**config.mk**
```make
export PLATFORM = sky130hd
export DESIGN_NAME = predictive_hysteresis_valve_regulator
export DESIGN_NICKNAME = d
export VERILOG_FILES = /design/src/rtl/core/phvr_pkg.sv /design/src/rtl/core/predictive_hysteresis_valve_regulator.sv /design/src/rtl/core/phvr_cfg.sv /design/src/rtl/core/phvr_predict.sv
export VERILOG_INCLUDE_DIRS = /design/src /design/src/rtl/core
export SDC_FILE = /design/constraint.sdc
export NUM_CORES = 1
export LEC_CHECK = 0
export ABC_AREA = 1
export BUFFER_PORTS_ARGS = -buffer_cell sky130_fd_sc_hd__buf_2
export CORE_UTILIZATION = 58
export CTS_BUF_LIST = sky130_fd_sc_hd__clkbuf_4 sky130_fd_sc_hd__clkbuf_8
export DETAILED_ROUTE_END_ITERATION = 12
export GPL_TIMING_DRIVEN = 0
export PLACE_DENSITY = 0.8
export SYNTH_ARGS = -nofsm -noshare
export SYNTH_HDL_FRONTEND = slang
export SYNTH_SLANG_ARGS = --single-unit
```
**constraint.sdc**
```tcl
create_clock -name clk -period 5.78 [get_ports clk]
set_clock_uncertainty 0.1 [all_clocks]
set_input_delay 0.289 -clock clk [delete_from_list [all_inputs] [get_ports clk]]
set_output_delay 0.289 -clock clk [all_outputs]
set_load 0.05 [all_outputs]
```
**src/rtl/core/assert_macros.svh**
```systemverilog
// Assertion macros for the regulator RTL.
`ifndef ASSERT_MACROS_SVH
`define ASSERT_MACROS_SVH

`ifndef SYNTH

// Implication or plain property, checked on every rising clock edge outside reset.
`define ASSERT_CHK(label, clock, reset, prop) \
  label: assert property (@(posedge clock) disable iff (reset) prop) \
    else $error("assertion failed");

// Condition in this cycle implies an expectation in the next cycle.
`define ASSERT_NEXT(label, clock, reset, cond, conseq) \
  label: assert property (@(posedge clock) disable iff (reset) (cond) |=> (conseq)) \
    else $error("assertion failed");

`else

`define ASSERT_CHK(label, clock, reset, prop)
`define ASSERT_NEXT(label, clock, reset, cond, conseq)

`endif

`endif

```
**src/rtl/core/phvr_pkg.sv**
```systemverilog
// Types, constants and register codes for the predictive hysteresis valve regulator.
package phvr_pkg;

  localparam int LEVEL_BITS     = 13;
  localparam int SUM_BITS       = 16;
  localparam int TICK_BITS      = 16;
  localparam int HYST_BITS      = 9;
  localparam int SHIFT_BITS     = 3;
  localparam int CFG_INDEX_BITS = 2;
  localparam int CFG_DATA_BITS  = 16;
  localparam int IN_TDATA_BITS  = 16;
  localparam int OUT_TDATA_BITS = 16;
  localparam int ACTION_BITS    = 2;

  localparam int READING_BITS_DEFAULT = 13;

  localparam logic [LEVEL_BITS-1:0] TARGET_RESET   = 13'd5800;
  localparam logic [HYST_BITS-1:0]  HYST_RESET     = 9'd50;
  localparam logic [TICK_BITS-1:0]  RESPONSE_RESET = 16'd120;
  localparam logic [SHIFT_BITS-1:0] SHIFT_RESET    = 3'd2;

  // eight times the target reset, modulo 2^16
  localparam logic [SUM_BITS-1:0] SUM_RESET =
    SUM_BITS'({{(SUM_BITS-LEVEL_BITS){1'b0}}, TARGET_RESET} << 3);

  typedef enum logic [CFG_INDEX_BITS-1:0] {
    REG_TARGET_LEVEL    = 2'd0,
    REG_HYSTERESIS      = 2'd1,
    REG_RESPONSE_TICKS  = 2'd2,
    REG_STEEPNESS_SHIFT = 2'd3
  } reg_index_t;

  typedef enum logic [ACTION_BITS-1:0] {
    ACT_HOLD  = 2'd0,
    ACT_CLOSE = 2'd1,
    ACT_OPEN  = 2'd2
  } action_t;

  typedef struct packed {
    logic [LEVEL_BITS-1:0] target_level;
    logic [HYST_BITS-1:0]  hysteresis;
    logic [TICK_BITS-1:0]  response_ticks;
    logic [SHIFT_BITS-1:0] steepness_shift;
  } cfg_t;

endpackage

```
**src/rtl/core/predictive_hysteresis_valve_regulator.sv**
```systemverilog
// Top level of the predictive hysteresis valve regulator.
//
//  channel  | direction | handshake          | payload
//  ---------+-----------+--------------------+--------------------------------------------
//  s_*      | in        | s_tvalid/s_tready  | tdata: raw_reading
//  m_*      | out       | m_tvalid/m_tready  | tdata: smoothed_level, valve_action; tuser: decided
//  cfg_*    | in        | cfg_valid/cfg_ready| cfg_index, cfg_data
//
// One transaction in gives one transaction out. The path runs through an input
// register, then a single pass of running-sum, tick and extrapolation logic into
// the result register. One item per clock is sustained while m_tready holds; the
// running-sum update feeding the next item's average sets that figure.
// Synchronous reset loads the register reset values and the sum at eight times the
// target. A stalled output holds its result while one more item waits in the
// input register; s_tready drops only when both are full.
`include "assert_macros.svh"

module predictive_hysteresis_valve_regulator #(
  parameter int READING_BITS = phvr_pkg::READING_BITS_DEFAULT
) (
  input  logic                                clk,
  input  logic                                rst,
  // slave side
  input  logic                                s_tvalid,
  output logic                                s_tready,
  input  logic [phvr_pkg::IN_TDATA_BITS-1:0]  s_tdata,   // [12:0] raw_reading
  // master side
  output logic                                m_tvalid,
  input  logic                                m_tready,
  output logic [phvr_pkg::OUT_TDATA_BITS-1:0] m_tdata,   // [12:0] smoothed_level, [14:13] valve_action
  output logic                                m_tuser,   // [0] decided
  // configuration writes
  input  logic                                cfg_valid,
  output logic                                cfg_ready,
  input  logic [phvr_pkg::CFG_INDEX_BITS-1:0] cfg_index,
  input  logic [phvr_pkg::CFG_DATA_BITS-1:0]  cfg_data
);

  localparam int OUT_PAD = phvr_pkg::OUT_TDATA_BITS - phvr_pkg::LEVEL_BITS
                           - phvr_pkg::ACTION_BITS;

  phvr_pkg::cfg_t cfg;

  // input register
  logic                    in_valid;
  logic [READING_BITS-1:0] in_reading;

  // running state
  logic [phvr_pkg::SUM_BITS-1:0]   scaled_sum;
  logic [phvr_pkg::LEVEL_BITS-1:0] average_level;
  logic [phvr_pkg::TICK_BITS-1:0]  tick_count;
  logic [phvr_pkg::LEVEL_BITS-1:0] last_level;
  phvr_pkg::action_t               held_action;

  // result register
  logic [phvr_pkg::LEVEL_BITS-1:0] out_level;
  logic                            out_decided;
  phvr_pkg::action_t               out_action;

  logic                            take_in;
  logic                            advance;
  logic [phvr_pkg::SUM_BITS-1:0]   sum_next;
  logic [phvr_pkg::LEVEL_BITS-1:0] avg_next;
  logic [phvr_pkg::TICK_BITS-1:0]  tick_inc;
  logic                            decide;
  phvr_pkg::action_t               new_action;

  phvr_cfg u_cfg (
    .clk       (clk),
    .rst       (rst),
    .cfg_valid (cfg_valid),
    .cfg_ready (cfg_ready),
    .cfg_index (cfg_index),
    .cfg_data  (cfg_data),
    .cfg       (cfg)
  );

  // handshake: the result register frees when taken, the input register when it moves on
  assign advance  = in_valid && (!m_tvalid || m_tready);
  assign s_tready = !in_valid || advance;
  assign take_in  = s_tvalid && s_tready;

  always_ff @(posedge clk) begin
    if (rst) begin
      in_valid <= 1'b0;
    end else if (take_in) begin
      in_valid <= 1'b1;
    end else if (advance) begin
      in_valid <= 1'b0;
    end
  end

  // narrow readings keep only their low bits
  always_ff @(posedge clk) begin
    if (take_in) begin
      in_reading <= s_tdata[READING_BITS-1:0];
    end
  end

  // running sum drops the old average and gains the reading; average is sum / 8
  assign sum_next = scaled_sum - phvr_pkg::SUM_BITS'(average_level)
                    + phvr_pkg::SUM_BITS'(in_reading);
  assign avg_next = sum_next[phvr_pkg::SUM_BITS-1:phvr_pkg::SUM_BITS-phvr_pkg::LEVEL_BITS];

  // counter wraps at 2^16, so a maximum response time never lets a decision through
  assign tick_inc = tick_count + 1'b1;
  assign decide   = tick_inc > cfg.response_ticks;

  phvr_predict u_predict (
    .average_level (avg_next),
    .last_level    (last_level),
    .cfg           (cfg),
    .action        (new_action)
  );

  always_ff @(posedge clk) begin
    if (rst) begin
      scaled_sum    <= phvr_pkg::SUM_RESET;
      average_level <= '0;
      tick_count    <= '0;
      last_level    <= '0;
      held_action   <= phvr_pkg::ACT_HOLD;
    end else if (advance) begin
      scaled_sum    <= sum_next;
      average_level <= avg_next;
      if (decide) begin
        tick_count  <= '0;
        last_level  <= avg_next;
        held_action <= new_action;
      end else begin
        tick_count  <= tick_inc;
      end
    end
  end

  always_ff @(posedge clk) begin
    if (rst) begin
      m_tvalid <= 1'b0;
    end else if (advance) begin
      m_tvalid <= 1'b1;
    end else if (m_tready) begin
      m_tvalid <= 1'b0;
    end
  end

  // without a decision the result repeats the held action
  always_ff @(posedge clk) begin
    if (advance) begin
      out_level   <= avg_next;
      out_decided <= decide;
      out_action  <= decide ? new_action : held_action;
    end
  end

  assign m_tdata = {{OUT_PAD{1'b0}}, out_action, out_level};
  assign m_tuser = out_decided;

  `ASSERT_NEXT(a_decide_resets, clk, rst, advance && decide, tick_count == '0 && last_level == $past(avg_next))
  `ASSERT_NEXT(a_action_held, clk, rst, advance && !decide, held_action == $past(held_action))
  `ASSERT_CHK(a_stall_cause, clk, rst, !s_tready |-> (in_valid && m_tvalid && !m_tready))
  `ASSERT_NEXT(a_result_tracks, clk, rst, advance, out_action == held_action && out_level == average_level)

endmodule

```
**src/rtl/core/phvr_cfg.sv**
```systemverilog
// Configuration register bank of the regulator.
module phvr_cfg (
  input  logic                                clk,
  input  logic                                rst,
  input  logic                                cfg_valid,
  output logic                                cfg_ready,
  input  logic [phvr_pkg::CFG_INDEX_BITS-1:0] cfg_index,
  input  logic [phvr_pkg::CFG_DATA_BITS-1:0]  cfg_data,
  output phvr_pkg::cfg_t                      cfg
);

  assign cfg_ready = 1'b1;

  always_ff @(posedge clk) begin
    if (rst) begin
      cfg.target_level    <= phvr_pkg::TARGET_RESET;
      cfg.hysteresis      <= phvr_pkg::HYST_RESET;
      cfg.response_ticks  <= phvr_pkg::RESPONSE_RESET;
      cfg.steepness_shift <= phvr_pkg::SHIFT_RESET;
    end else if (cfg_valid && cfg_ready) begin
      case (phvr_pkg::reg_index_t'(cfg_index))
        phvr_pkg::REG_TARGET_LEVEL: begin
          cfg.target_level <= cfg_data[phvr_pkg::LEVEL_BITS-1:0];
        end
        phvr_pkg::REG_HYSTERESIS: begin
          cfg.hysteresis <= cfg_data[phvr_pkg::HYST_BITS-1:0];
        end
        phvr_pkg::REG_RESPONSE_TICKS: begin
          cfg.response_ticks <= cfg_data[phvr_pkg::TICK_BITS-1:0];
        end
        phvr_pkg::REG_STEEPNESS_SHIFT: begin
          cfg.steepness_shift <= cfg_data[phvr_pkg::SHIFT_BITS-1:0];
        end
        default: begin
        end
      endcase
    end
  end

endmodule

```
**src/rtl/core/phvr_predict.sv**
```systemverilog
// Trend extrapolation and corridor compare that picks the valve action.
module phvr_predict (
  input  logic [phvr_pkg::LEVEL_BITS-1:0] average_level,
  input  logic [phvr_pkg::LEVEL_BITS-1:0] last_level,
  input  phvr_pkg::cfg_t                  cfg,
  output phvr_pkg::action_t               action
);

  localparam int EXT_BITS = phvr_pkg::SUM_BITS - phvr_pkg::LEVEL_BITS;

  logic [phvr_pkg::SUM_BITS-1:0]   avg_ext;
  logic [phvr_pkg::SUM_BITS-1:0]   diff;
  logic [phvr_pkg::SUM_BITS-1:0]   slope;
  logic [phvr_pkg::SUM_BITS-1:0]   future;
  logic [phvr_pkg::SUM_BITS-1:0]   upper;
  logic [phvr_pkg::LEVEL_BITS-1:0] hyst_ext;
  logic [phvr_pkg::LEVEL_BITS-1:0] lower;
  logic                            lower_ok;
  logic                            below;
  logic                            above;

  assign avg_ext = {{EXT_BITS{1'b0}}, average_level};
  assign diff    = avg_ext - {{EXT_BITS{1'b0}}, last_level};
  assign slope   = diff << cfg.steepness_shift;
  assign future  = avg_ext + slope;

  assign hyst_ext = {{(phvr_pkg::LEVEL_BITS-phvr_pkg::HYST_BITS){1'b0}}, cfg.hysteresis};
  assign upper    = {{EXT_BITS{1'b0}}, cfg.target_level} +
                    {{(phvr_pkg::SUM_BITS-phvr_pkg::HYST_BITS){1'b0}}, cfg.hysteresis};
  // lower bound under zero: close is never chosen
  assign lower_ok = hyst_ext <= cfg.target_level;
  assign lower    = cfg.target_level - hyst_ext;

  assign below = lower_ok && (future < {{EXT_BITS{1'b0}}, lower});
  assign above = future > upper;

  always_comb begin
    if (below) begin
      action = phvr_pkg::ACT_CLOSE;
    end else if (above) begin
      action = phvr_pkg::ACT_OPEN;
    end else begin
      action = phvr_pkg::ACT_HOLD;
    end
  end

endmodule
```
After elaboration in Yosys (flattened, before gate mapping)
Cells that the tools add are included.

Add/sub/neg operators: 7. Magnitude comparators: 4. Eq/ne operators: 3. Shift operators: 1. Mux-type cells: 8. Reduce and logical (&&, ||, !) cells: 15.

Operators by type and width (count): > comparator 16 bit (2); adder 13 x 16 -> 16 bit (1); adder 16 x 1 -> 16 bit (second input constant) (1); adder 16 x 13 -> 16 bit (1); < comparator 16 x 13 -> 1 bit (1); 2-to-1 mux 16 bit (1); left shift 16 x 3 -> 16 bit (1); subtractor 16 x 13 -> 16 bit (1); adder 13 x 9 -> 14 bit (1); subtractor 13 x 13 -> 14 bit (1); less-or-equal comparator 9 x 13 -> 1 bit (1); subtractor 13 x 9 -> 13 bit (1); AND reduction 2 bit (5); 2-to-1 mux 2 bit (3); equality test 2 bit (second input constant) (2); 2-to-1 mux 1 bit (4); nonzero test 2 bit (2); logical AND 1 bit (3); equality test 2 x 1 -> 1 bit (second input constant) (1); logical NOT 1 bit (2); logical NOT 2 bit (1); logical OR 1 bit (2).

Bits in registers: 132. Bits of input ports: 39. Output and inout bits: 20. Word-level logic and storage cells: 53.

Logic depth before layout (Yosys ltp)
Gate-level depths: netlist of the first run.

Depth in word-level cells: 9. Depth in mapped cells: 44. Gate-level depth less buffers: 44.

Cells and area by module
From an unflattened synthesis of the first run, not the netlist that was laid out.

Cell total of the unflattened synthesis: 1498. Area total of the unflattened synthesis: 10263.6 µm².

Modules (own cells, without submodules): predictive_hysteresis_valve_regulator (instances 1, cells an instance 658, area an instance 5062.4 µm², sequential area each 1971.9 µm²); phvr_predict (instances 1, cells an instance 596, area an instance 3520.9 µm², sequential area each 0.0 µm²); phvr_cfg (instances 1, cells an instance 244, area an instance 1680.4 µm², sequential area each 820.8 µm²).

Worst setup path after synthesis of the first run
OpenSTA, ideal clock, no wires.

Path kind: flip-flop to flip-flop. From: register in_reading[1]. To: register out_action[1] (data pin). Library setup time: 0.253 ns. Arrival time: 5.808 ns. Required time: 5.427 ns. Setup slack: -0.381 ns. Stages on the path, launching flop included: 38. Path buffers: 0. Clock period less this slack: 6.161 ns. Path through: edfxtp_1 inv_1 fa_1 fa_1 o21ai_2 xor2_1 inv_1 fa_1 inv_1 nand3_1 nand3_2 xor2_1 nand2_1 o21ai_0 mux2i_1 inv_1 nand2_1 o21ai_0 [... 2 more ...] o21ai_0 a21oi_1 inv_1 a21oi_1 o21a_1 o21ai_0 xor2_1 ha_1 a21oi_1 o21ai_0 a21oi_1 nor2_1 o21ai_0 nand3_1 nand2_1 nand4_1 nand3_1 nand2_1.

Word-level cells in the longest chain between the ends: 8. Elaborated cells on any way between the ends: 10. Classes of those cells: add/sub (3); order compare (2); shift (1); mux (3); reduce/logical (1).

Ends and longest elaborated chain: start: declaration (RTL line predictive_hysteresis_valve_regulator.sv:46) `logic [READING_BITS-1:0] in_reading;`; start signal: assignment (RTL line predictive_hysteresis_valve_regulator.sv:96) `in_reading <= s_tdata[READING_BITS-1:0];`; adder 16 x 13 -> 16 bit (*) (RTL line predictive_hysteresis_valve_regulator.sv:102) `+ phvr_pkg::SUM_BITS'(in_reading);`; named net sum_next, one bit (RTL line predictive_hysteresis_valve_regulator.sv:62) `logic [phvr_pkg::SUM_BITS-1:0] sum_next;`; subtractor 13 x 13 -> 14 bit (RTL line phvr_predict.sv:23) `assign diff = avg_ext - {{EXT_BITS{1'b0}}, last_level};`; left shift 16 x 3 -> 16 bit (RTL line phvr_predict.sv:24) `assign slope = diff << cfg.steepness_shift;`; adder 13 x 16 -> 16 bit (*) (RTL line phvr_predict.sv:25) `assign future = avg_ext + slope;`; > comparator 16 bit / < comparator 16 x 13 -> 1 bit (equally long branches) (RTL line phvr_predict.sv:35, phvr_predict.sv:34); 2-to-1 mux 2 bit / logical AND 1 bit (equally long branches) (RTL line phvr_predict.sv:40, phvr_predict.sv:34); 2-to-1 mux 2 bit (*) (RTL line phvr_predict.sv:38) `if (below) begin`; 2-to-1 mux 2 bit (*); end signal: assignment (RTL line predictive_hysteresis_valve_regulator.sv:151) `out_action <= decide ? new_action : held_action;`; end: declaration (RTL line predictive_hysteresis_valve_regulator.sv:58) `phvr_pkg::action_t out_action;`.

The timed path passes the listed nets; every way through them passes the cells marked *. A chain may end at the register's enable or synchronous reset.

Final worst setup path of the first run
From: register scaled_sum[2] in the netlist's numbering. To: register held_action[1].

Word-level cells in the longest chain between the ends: 9. Elaborated cells on any way between the ends: 11. Classes of those cells: add/sub (4); order compare (2); shift (1); mux (3); reduce/logical (1).

Ends and longest elaborated chain: start: declaration (RTL line predictive_hysteresis_valve_regulator.sv:49) `logic [phvr_pkg::SUM_BITS-1:0] scaled_sum;`; start signal: assignment (RTL line predictive_hysteresis_valve_regulator.sv:118) `scaled_sum <= phvr_pkg::SUM_RESET;`; start signal: assignment (RTL line predictive_hysteresis_valve_regulator.sv:124) `scaled_sum <= sum_next;`; subtractor 16 x 13 -> 16 bit (*) (RTL line predictive_hysteresis_valve_regulator.sv:101) `assign sum_next = scaled_sum - phvr_pkg::SUM_BITS'(average_level)`; adder 16 x 13 -> 16 bit (*) (RTL line predictive_hysteresis_valve_regulator.sv:102); named net sum_next, one bit (RTL line predictive_hysteresis_valve_regulator.sv:62); subtractor 13 x 13 -> 14 bit (RTL line phvr_predict.sv:23); left shift 16 x 3 -> 16 bit (RTL line phvr_predict.sv:24); adder 13 x 16 -> 16 bit (*) (RTL line phvr_predict.sv:25); > comparator 16 bit / < comparator 16 x 13 -> 1 bit (equally long branches) (RTL line phvr_predict.sv:35, phvr_predict.sv:34); 2-to-1 mux 2 bit / logical AND 1 bit (equally long branches) (RTL line phvr_predict.sv:40, phvr_predict.sv:34); 2-to-1 mux 2 bit (*) (RTL line phvr_predict.sv:38); 2-to-1 mux 2 bit (*); end signal: assignment (RTL line predictive_hysteresis_valve_regulator.sv:122) `held_action <= phvr_pkg::ACT_HOLD;`; end signal: assignment (RTL line predictive_hysteresis_valve_regulator.sv:129) `held_action <= new_action;`; end: declaration (RTL line predictive_hysteresis_valve_regulator.sv:53) `phvr_pkg::action_t held_action;`.

Marks and branches as above.

==> results of run 1 <==
[layout by cell type, fill, tap and decap left out, drive strengths merged, types with 18 or more instances in the layout]
master,Yosys,layout
ha,102,102
clkbuf,29,46
nand2,257,257
xnor2,18,18
a21oi,126,126
nor2,73,73
inv,221,221
dfxtp,96,96
edfxtp,29,29
xor2,47,47
buf,10,141
dlygate4sd3,0,25
o21ai,92,92
nand3,75,75
[routing by layer]
| metal | vias to the layer above | GRT usage [%] | routed length (um) |
|---|---|---|---|
| li1 | 4534 | - | - |
| met4 | 0 | 19.7 | 1890 |
| met3 | 186 | 8.92 | 2560 |
| met5 | - | 0 | 0 |
| met1 | 4483 | 38.9 | 10900 |
| met2 | 527 | 57.3 | 14000 |
[sequential cells by signal, indices dropped and copies added (netlist names)]
name / count
u_cfg.cfg: 41
scaled_sum: 16
tick_count: 16
in_reading: 13
last_level: 13
out_level: 13
average_level: 6
held_action: 2
out_action: 2
in_valid: 1
m_tuser: 1
m_tvalid: 1
[how the worst max path moves through the flow]
| stage | cells past startpoint | end | slack, ps | from |
|---|---|---|---|---|
| floorplan | 41 | out_action[1] | -200 | in_reading[1] |
| global placement | 41 | out_action[1] | -1330 | in_reading[1] |
| detailed placement | 41 | out_action[1] | -1490 | in_reading[1] |
| CTS | 44 | held_action[1] | -730 | scaled_sum[1] |
| global route | 43 | held_action[1] | -1290 | scaled_sum[2] |
| finish | 39 | held_action[1] | -990 | scaled_sum[2] |
[timing repair]
item,in CTS,in global routing
setup buffers,56,25
pin swaps,61,76
gates resized for setup,97,69
hold buffers,25,0
gates cloned,0,0
hold endpoints to repair,29,0
setup endpoints to repair,4,4
[critical path, delay by kind of cell, from the launching register on]
kind / cells / cell delay [ps]
XOR/XNOR: 3 / 610
AND/OR/NAND/NOR: 14 / 1380
adder cells (fa/ha/maj): 5 / 1620
buffers and inverters: 6 / 690
AO/OA/AOI/OAI: 11 / 1880
flip-flops: 1 / 350
[area by class of cell]
cell class / instances / area [um^2] / area share (%)
Clock buffer: 17 / 234 / 1.93
Inverter: 222 / 833 / 6.88
Multi-Input combinational cell: 893 / 6470 / 53.4
Timing Repair Buffer: 156 / 1140 / 9.44
Tap cell: 216 / 270 / 2.23
Clock inverter: 15 / 198 / 1.63
Buffer: 39 / 164 / 1.35
Sequential cell: 125 / 2800 / 23.1
[through the flow]
step	worst slack (ps)	instances	area [um^2]	hold slack [ps]	util, %
after global routing	-1290	1683	12100	53.3	76.2
after floorplan	-199	1279	9500	288	-
final	-988	1683	12100	50.0	76.2
after global placement	-1330	1548	10000	352	63.2
after detailed placement	-1490	1548	10000	354	63.2
after CTS	-732	1661	11700	33.7	73.7
[cell families after synthesis]
logic type	after synthesis	share of synthesized area (%)
DFF	125	29.5
buffers and inverters	261	10.5
AOI/OAI and AO/OA	265	15.9
muxes	4	0.423
and+or+nand+nor	438	20.2
xor gates and xnor gates	65	6.18
adders and majority gates	119	17.1
other	2	0.0794
==> metrics.md, run 1 <==
| Metric | Value |
|---|---|
| Result of the run | `finished with violations` |
| Violated checks | `negative setup slack` |
| Overall global routing resource usage | `34.0%` |
| Peak clock frequency supported by timing | `148 MHz` |
| Number of maximum-capacitance constraint violations | `0` |
| Post-layout worst setup margin | `-988 ps` |
| Setup repair after global routing missed its margin | `true` |
| DR vias | `9,730` |
| Final Hold Vio Count | `0` |
| Overflow left after global routing | `0` |
| Number of flops mapped to enable cells by yosys | `29` |
| Biggest cell delay along the critical path | `530 ps` |
| Die width | `130 um` |
| Endpoint of the lowest-slack register-to-register path | `held_action[1]` |
| Height of the die | `130 um` |
| Number of nets in the synthesized netlist | `1,437` |
| CP arrival | `6990 ps` |
| Clock period minus worst slack | `6770 ps` |
| Most instantiated flip-flop cell in the synthesis netlist | `sky130_fd_sc_hd__dfxtp_1` |
| DRC violations left | `0` |
| Number of port buffers | `53` |
| Layout cells sized above 1 | `23.1%` |
| Most numerous cell on the critical path | `sky130_fd_sc_hd__nand3_2` |
| Origin of the worst min-delay path | `cfg_data[2]` |
| DR iter-0 viols | `877` |
| Most frequently used cell type in the post-synthesis netlist | `sky130_fd_sc_hd__nand2_1` |
| Share of the synthesized area in the top cell type | `20.3%` |
| CTS Buf Count | `17` |
| Accumulated negative setup slack | `-3700 ps` |
| Filler Cell Count | `1,043` |
| CP Data Required Time | `6000 ps` |
| Clk pin slew, worst setup/hold paths | `80 ps` |
| Slew Limit Headroom | `5.80%` |
| Share of synthesized area occupied by flip-flops and latches | `29.5%` |
| Effective utilization at floorplan | `59.5%` |
| Cell area after synthesis | `9460 um^2` |
| Cell depth of the worst min-delay path | `3` |
| Number of warning messages in the yosys log | `0` |
| Min-Delay Path Class | `input pin to flop` |
| Synth cell types | `52` |
| Net total in the final layout | `1,612` |
| Leading post-synthesis cells by cell area | `sky130_fd_sc_hd__dfxtp_1 20%, sky130_fd_sc_hd__ha_1 13%, sky130_fd_sc_hd__nand2_1 10%, sky130_fd_sc_hd__edfxtp_1 9.2%, sky130_fd_sc_hd__inv_1 8.5%` |
| Insertion delay to the later sink of the worst-skew pair | `470 ps` |
| Fin. max-slew vios | `0` |
| Slew at the pin closest to its max-slew limit | `1410 ps` |
| Ports placed on the boundary | `59` |
| Ant. Diodes | `0` |
| Drt pass-1 iters | `6` |
| Reg-to-reg setup timing slack | `-990 ps` |
| Number of cells produced by synthesis | `1,279` |
| DP HPWL | `17,600 um` |
| Post-synth ARST share | `0%` |
| Startpoint Class | `flop` |
| Cell with the biggest individual delay on the critical path | `sky130_fd_sc_hd__fa_1` |
| Via count of the first global-routing pass | `9,161` |
| Worst reg-to-reg path cell count | `39` |
| Root buf cell | `sky130_fd_sc_hd__clkbuf_8` |
| Gpl congestion | `0.929` |
| Maximum buffer depth of the clock tree | `2` |
| Area enclosed by the die boundary | `16,800 um^2` |
| Count of state elements after synthesis | `125` |
| CTS tree | `done` |
| Pin count of the biggest net entering global routing | `26` |
| Synth-to-Final Area Change | `28.1%` |
| Antenna violations before repair | `0` |
| Crit share post-route | `117%` |
| Top cells by instance count after synthesis | `252 x sky130_fd_sc_hd__nand2_1, 215 x sky130_fd_sc_hd__inv_1, 120 x sky130_fd_sc_hd__a21oi_1` |
| Std cell rows | `46` |
| Number of sinks handled by clock tree synthesis | `125` |
| Biggest fanout along the worst timing path | `5` |
| Hold Path End | `u_cfg.cfg[30]` |
| Post-route antenna net violation count | `0` |
| Worst setup path category | `flop to flop` |
| Global-route wire length before repair | `43,400 um` |
| Endpoint kind of the worst setup timing path | `flop` |
| Worst r2r src | `scaled_sum[2]` |
| Via density per instance | `5.78` |
| H-tree level count | `4` |
| Detailed-route wire length | `29,300 um` |
| Core Region | `15,900 um^2` |
| Setup-failing EPs final | `4` |
| Wire length per cell after detailed routing | `17.4 um` |
| Post-synth top area cell | `sky130_fd_sc_hd__dfxtp_1` |
| Mean Syn Cell Area | `7.39 um^2` |
Power of run 1 is not shown: default switching activity piles up to over one toggle a cycle in this logic, so the estimate is an artifact.
==> run 2, diff against run 1 <==
==> constraint.sdc (replaced) <==
create_clock -name clk -period 5.78 [get_ports clk]
set_clock_uncertainty 0.1 [all_clocks]
set_input_delay 0.578 -clock clk [delete_from_list [all_inputs] [get_ports clk]]
set_output_delay 0.578 -clock clk [all_outputs]
set_load 0.05 [all_outputs]
==> metrics.md, run 2 (synthesis results as in run 1) <==
| Metric | Value |
|---|---|
| Result of the run | `finished with violations` |
| Violated checks | `negative setup slack` |
| Synth-to-Final Area Change | `26.1%` |
| Number of sinks handled by clock tree synthesis | `125 (unchanged)` |
| Min-Delay Path Class | `input pin to flop` |
| CTS Buf Count | `17 (unchanged)` |
| Biggest cell delay along the critical path | `540 ps (about the same)` |
| Launch point of the worst path | `scaled_sum[2]` |
| Pin count of the biggest net entering global routing | `26 (unchanged)` |
| Endpoint of the lowest-slack register-to-register path | `held_action[1]` |
| Sequential cell area | `2800 um^2 (unchanged)` |
| Die width | `130 um (unchanged)` |
| DR vias | `9,599 (-1.3%)` |
| Clk pin slew, worst setup/hold paths | `80 ps (about the same)` |
| CP arrival | `7070 ps (+80 ps)` |
| Slew Limit Headroom | `7.63% (+1.8 points)` |
| Setup repair after global routing missed its margin | `true` |
| Effective utilization at floorplan | `59.5% (unchanged)` |
| Filler Cell Count | `1,062 (+1.8%)` |
| Biggest regs | `u_cfg.cfg (41), scaled_sum (16), tick_count (16)` |
| CTS tree | `done` |
| DRC violations left | `0 (unchanged)` |
| Std cell rows | `46 (unchanged)` |
| # hold bufs at CTS | `0 (-100%)` |
| Most numerous cell on the critical path | `sky130_fd_sc_hd__a21oi_2` |
| Core Region | `15,900 um^2 (unchanged)` |
| Root buf cell | `sky130_fd_sc_hd__clkbuf_8` |
| Register with the most flip-flops | `u_cfg.cfg` |
| Worst reg-to-reg path cell count | `40 (+2.6%)` |
| Min Hold Slack | `173 ps (+123 ps)` |
| Insertion delay to the later sink of the worst-skew pair | `470 ps (about the same)` |
| Multi-input gate area | `6530 um^2 (+0.99%)` |
| DR iter-0 viols | `851 (-3.0%)` |
| Cell depth of the worst min-delay path | `1 (-2)` |
| Post-route antenna net violation count | `0 (unchanged)` |
| Height of the die | `130 um (unchanged)` |
| Util after Layout | `75.1% (-1.2 points)` |
| Peak clock frequency supported by timing | `146 MHz (-1.2%)` |
| Maximum buffer depth of the clock tree | `2 (unchanged)` |
| Via density per instance | `5.79 (+0.14%)` |
| Wire length per cell after detailed routing | `17.3 um (-0.55%)` |
| Reg-to-reg setup timing slack | `-1070 ps (-80 ps)` |
| Startpoint Class | `flop` |
| Gpl congestion | `0.929 (unchanged)` |
| Global-route wire length before repair | `42,600 um (-1.9%)` |
| Worst setup path category | `flop to flop` |
| Detailed-route wire length | `28,700 um (-2.0%)` |
| Via count of the first global-routing pass | `9,082 (-0.86%)` |
| Flip-flop count of the largest register, all copies and words added | `41 (unchanged)` |
| H-tree level count | `4 (unchanged)` |
| Destination of the critical timing path | `held_action[1]` |
| Ant. Diodes | `0 (unchanged)` |
| CP Data Required Time | `6000 ps (about the same)` |
| Layout cells sized above 1 | `24.3% (+1.2 points)` |
| Biggest fanout along the worst timing path | `6 (+1)` |
| Worst r2r src | `scaled_sum[2]` |
| Number of port buffers | `53 (unchanged)` |
| Crit share post-route | `118% (+1.4 points)` |
| Antenna violations before repair | `0 (unchanged)` |
| Drt pass-1 iters | `8 (+2)` |
| Buffers & Inverters on Critical Path | `7 (+1)` |
| Final Hold Vio Count | `0 (unchanged)` |
| Most used cells in the layout excluding fill and tap cells | `228 x sky130_fd_sc_hd__nand2_1, 203 x sky130_fd_sc_hd__inv_1, 102 x sky130_fd_sc_hd__a21oi_1` |
| Family with the most delay on the worst path | `compound AO/OA/AOI/OAI gates` |
| Accumulated negative setup slack | `-3860 ps (-159 ps)` |
| Number of maximum-capacitance constraint violations | `0 (unchanged)` |
| Most common cell after layout, fill and taps aside | `sky130_fd_sc_hd__nand2_1` |
| Area enclosed by the die boundary | `16,800 um^2 (unchanged)` |
| Critical path depth | `40 (+2.6%)` |
| Ports placed on the boundary | `59 (unchanged)` |
| Post-layout worst setup margin | `-1070 ps (-79.1 ps)` |
| Fin. max-slew vios | `0 (unchanged)` |
| Slew at the pin closest to its max-slew limit | `1390 ps (-27.5 ps)` |
| Overflow left after global routing | `0 (unchanged)` |
| Area of all placed cells without fillers | `11,900 um^2 (-1.5%)` |
| Setup-failing EPs final | `4 (unchanged)` |
| Net total in the final layout | `1,587 (-1.6%)` |
| Overall global routing resource usage | `33.1% (-0.83 points)` |
| Endpoint kind of the worst setup timing path | `flop` |
| Post-Place Cell Area | `10,000 um^2 (unchanged)` |
| Clock period minus worst slack | `6850 ps (+79.1 ps)` |
| Cell with the biggest individual delay on the critical path | `sky130_fd_sc_hd__fa_1` |
| DP HPWL | `17,600 um (unchanged)` |
run 2: changes by cell type in the layout (fill, tap and decap cells not counted), sizes merged:
cell	change
dlygate4sd3	-25
run 2: worst reg2reg max path: cells and delay by family, from the launching register on:
family,cells,cell delay [ps]
xor gates and xnor gates,3,650
DFF,1,350
buffers and inverters,7,760
AOI/OAI and AO/OA,12,1800
adders and majority gates,5,1690
and+or+nand+nor,13,1380
run 2: layer usage:
layer	vias up	track usage (%)	part of all wire, %
met5	-	0	0
met1	4396	37.8	36
met2	545	55.6	47
met3	186	9.04	9.6
li1	4472	-	-
met4	0	19.8	6.5
run 2: stage by stage:
| step | cells | setup WS (ps) |
|---|---|---|
| floorplan | 1279 | -199 |
| finish | 1658 | -1070 |
| CTS | 1636 | -732 |
| detailed placement | 1548 | -1490 |
| global route | 1658 | -1300 |
| global placement | 1548 | -1330 |
run 2: area by class of cell:
cell class / instances / share of cell area [%]
clock buffer: 17 / 1.96
tap: 216 / 2.27
sequential: 125 / 23.5
inverter: 222 / 6.99
buffer: 39 / 1.37
timing repair buffer: 131 / 7.49
multi-input combinational: 893 / 54.8
clock inverter: 15 / 1.66
run 2: worst min path at each step:
stage,start,to,slack [ps]
floorplan,last_level[4],last_level[4],330
global placement,last_level[3],last_level[3],350
detailed placement,last_level[2],last_level[2],350
CTS,s_tdata[9],in_reading[9],170
global route,s_tdata[9],in_reading[9],170
finish,s_tdata[9],in_reading[9],170
run 2: repair_timing:
action                                  CTS  global route
buffers inserted                         56            26
gates cloned                              0             0
endpoints found under the setup margin    4             4
pin swaps                                61            93
gates resized for setup                  97            86
Power of run 2 is left out for the same reason.
==> run 3, diff against run 2 <==
--- a/config.mk
+++ b/config.mk
@@ -8,11 +8,12 @@
 export LEC_CHECK = 0
 export ABC_AREA = 1
 export BUFFER_PORTS_ARGS = -buffer_cell sky130_fd_sc_hd__buf_2
-export CORE_UTILIZATION = 58
+export CORE_UTILIZATION = 53
 export CTS_BUF_LIST = sky130_fd_sc_hd__clkbuf_4 sky130_fd_sc_hd__clkbuf_8
 export DETAILED_ROUTE_END_ITERATION = 12
 export GPL_TIMING_DRIVEN = 0
-export PLACE_DENSITY = 0.8
+export PLACE_DENSITY = 0.74
+export REMOVE_ABC_BUFFERS = 1
 export SYNTH_ARGS = -nofsm -noshare
 export SYNTH_HDL_FRONTEND = slang
 export SYNTH_SLANG_ARGS = --single-unit
==> metrics.md, run 3 (synthesis results as in run 1) <==
| Metric | Value |
|---|---|
| Wire length per cell after detailed routing | `15.8 um (-8.8%)` |
| DR vias | `8,903 (-7.3%)` |
| Core Region | `17,400 um^2 (+9.3%)` |
| Launch point of the worst path | `in_reading[1]` |
| Setup-failing EPs final | `4 (unchanged)` |
| Maximum buffer depth of the clock tree | `2 (unchanged)` |
| Most used cells in the layout excluding fill and tap cells | `231 x sky130_fd_sc_hd__nand2_1, 206 x sky130_fd_sc_hd__inv_1, 105 x sky130_fd_sc_hd__a21oi_1` |
| Reg-to-reg setup timing slack | `-940 ps (+120 ps)` |
| Die width | `136 um (+4.5%)` |
| Endpoint kind of the worst setup timing path | `flop` |
| Most used routing layer | `met2` |
| CTS tree | `done` |
| Ports placed on the boundary | `59 (unchanged)` |
| Endpoint of the lowest-slack register-to-register path | `out_action[1]` |
| Insertion delay to the later sink of the worst-skew pair | `450 ps (-20 ps)` |
| Worst r2r src | `in_reading[1]` |
| Number of maximum-capacitance constraint violations | `0 (unchanged)` |
| Fin. max-slew vios | `0 (unchanged)` |
| Clk pin slew, worst setup/hold paths | `80 ps (about the same)` |
| Overall global routing resource usage | `27.3% (-5.8 points)` |
| Setup repair after global routing missed its margin | `true` |
| Global-route wire length before repair | `39,600 um (-6.9%)` |
| Ant. Diodes | `0 (unchanged)` |
| Slew Limit Headroom | `19.3% (+12 points)` |
| Via density per instance | `5.50 (-5.0%)` |
| Startpoint Class | `flop` |
| Biggest fanout along the worst timing path | `3 (-3)` |
| Post-layout worst setup margin | `-943 ps (+124 ps)` |
| Final Hold Vio Count | `0 (unchanged)` |
| Flip-flop count of the largest register, all copies and words added | `41 (unchanged)` |
| Height of the die | `136 um (+4.5%)` |
| Most common cell after layout, fill and taps aside | `sky130_fd_sc_hd__nand2_1` |
| Slew at the pin closest to its max-slew limit | `1210 ps (-176 ps)` |
| Layout cells sized above 1 | `22.1% (-2.2 points)` |
| DP HPWL | `16,700 um (-5.1%)` |
| Std cell rows | `48 (+4.3%)` |
| Hold Path End | `in_reading[4]` |
| Post-route antenna net violation count | `0 (unchanged)` |
| Worst setup path category | `flop to flop` |
| Peak clock frequency supported by timing | `149 MHz (+1.8%)` |
| CP arrival | `6800 ps (-270 ps)` |
| CTS Buf Count | `17 (unchanged)` |
| Net total in the final layout | `1,538 (-3.1%)` |
| Violated checks | `negative setup slack` |
| Biggest cell delay along the critical path | `520 ps (-20 ps)` |
| Area of all placed cells without fillers | `11,500 um^2 (-3.4%)` |
| Post-Place Cell Area | `9850 um^2 (-1.9%)` |
| Root buf cell | `sky130_fd_sc_hd__clkbuf_8` |
| Met2 GRT Util | `49.1% (-6.4 points)` |
| Origin of the worst min-delay path | `s_tdata[4]` |
| Clock period minus worst slack | `6720 ps (-124 ps)` |
| Crit share post-route | `116% (-2.1 points)` |
| DR iter-0 viols | `627 (-26%)` |
| CP Data Required Time | `5860 ps (-140 ps)` |
| Pin count of the biggest net entering global routing | `59 (+130%)` |
| Gpl congestion | `0.894 (-3.7%)` |
| Area enclosed by the die boundary | `18,400 um^2 (+9.3%)` |
| Biggest regs | `u_cfg.cfg (41), scaled_sum (16), tick_count (16)` |
| Worst reg-to-reg path cell count | `39 (-2.5%)` |
| Antenna violations before repair | `0 (unchanged)` |
| Sequential cell area | `2800 um^2 (about the same)` |
| Cell depth of the worst min-delay path | `1 (unchanged)` |
| Result of the run | `finished with violations` |
| Synth-to-Final Area Change | `21.8%` |
| Detailed-route wire length | `25,500 um (-11%)` |
| Via count of the first global-routing pass | `8,477 (-6.7%)` |
| Global Route met1 Usage | `32.3% (-5.5 points)` |
| H-tree level count | `4 (unchanged)` |
| Multi-input gate area | `6390 um^2 (-2.1%)` |
| Cell with the biggest individual delay on the critical path | `sky130_fd_sc_hd__fa_1` |
| Register with the most flip-flops | `u_cfg.cfg` |
| Min-Delay Path Class | `input pin to flop` |
| DRC violations left | `0 (unchanged)` |
| Filler Cell Count | `1,389 (+31%)` |
| Most numerous cell on the critical path | `sky130_fd_sc_hd__o21ai_1` |
| Effective utilization at floorplan | `54.5% (-5.0 points)` |
| Overflow left after global routing | `0 (unchanged)` |
| Number of port buffers | `53 (unchanged)` |
| Fraction of met3 tracks used by global routing | `4.71% (-4.3 points)` |
| Number of sinks handled by clock tree synthesis | `125 (unchanged)` |
| Drt pass-1 iters | `5 (-3)` |
-- run 3: through the flow --
stage                     utilization [%]  std cells  TNS [ps]  worst slack (ps)  hold slack (ps)
after global placement               56.7       1518     -5570             -1610              350
after CTS                            63.7       1597     -2990              -823              166
after detailed placement             56.7       1519     -5590             -1610              353
after global routing                 66.3       1618     -4800             -1300              178
final                                66.3       1618     -3430              -943              192
after floorplan                         -       1240      -977              -392              335
-- run 3: worst max-delay path: cells and delay by family (launching register included) --
family,cells,cell delay [ps]
adders and majority gates,5,1900
DFF,1,350
AOI/OAI and AO/OA,13,1720
muxes,1,90
xor gates and xnor gates,3,650
buffers and inverters,7,670
and+or+nand+nor,10,1000
-- run 3: worst max path at each step --
stage	depth (start not counted)	endpoint	slack, ps
2_1_floorplan	37	out_action[1]	-390
3_3_place_gp	37	out_action[1]	-1610
3_5_place_dp	37	out_action[1]	-1610
4_1_cts	44	out_action[1]	-820
5_1_grt	39	out_action[1]	-1300
6_report	39	out_action[1]	-940
-- run 3: timing repair --
action	4_1_cts	5_1_grt
resized for setup	79	84
endpoints found under the setup margin	4	4
hold buffers	0	0
buffers inserted	46	22
pin swaps	55	68
-- run 3: layer usage --
| metal | share of wire (%) | vias to the layer above | wire (um) |
|---|---|---|---|
| met5 | 0 | - | 0 |
| met4 | 4.0 | 0 | 1020 |
| met3 | 5.2 | 85 | 1320 |
| met2 | 49 | 303 | 12600 |
| met1 | 42 | 4144 | 10600 |
| li1 | - | 4371 | - |
-- run 3: area by class of cell --
class	count	area share (%)
inverters	222	7.24
clock buffers	18	2.10
well taps	225	2.44
multi-input cells	893	55.5
repair buffers	121	6.96
clock inverters	14	1.46
flip-flops and latches	125	24.3
Power of run 3 is left out for the same reason.
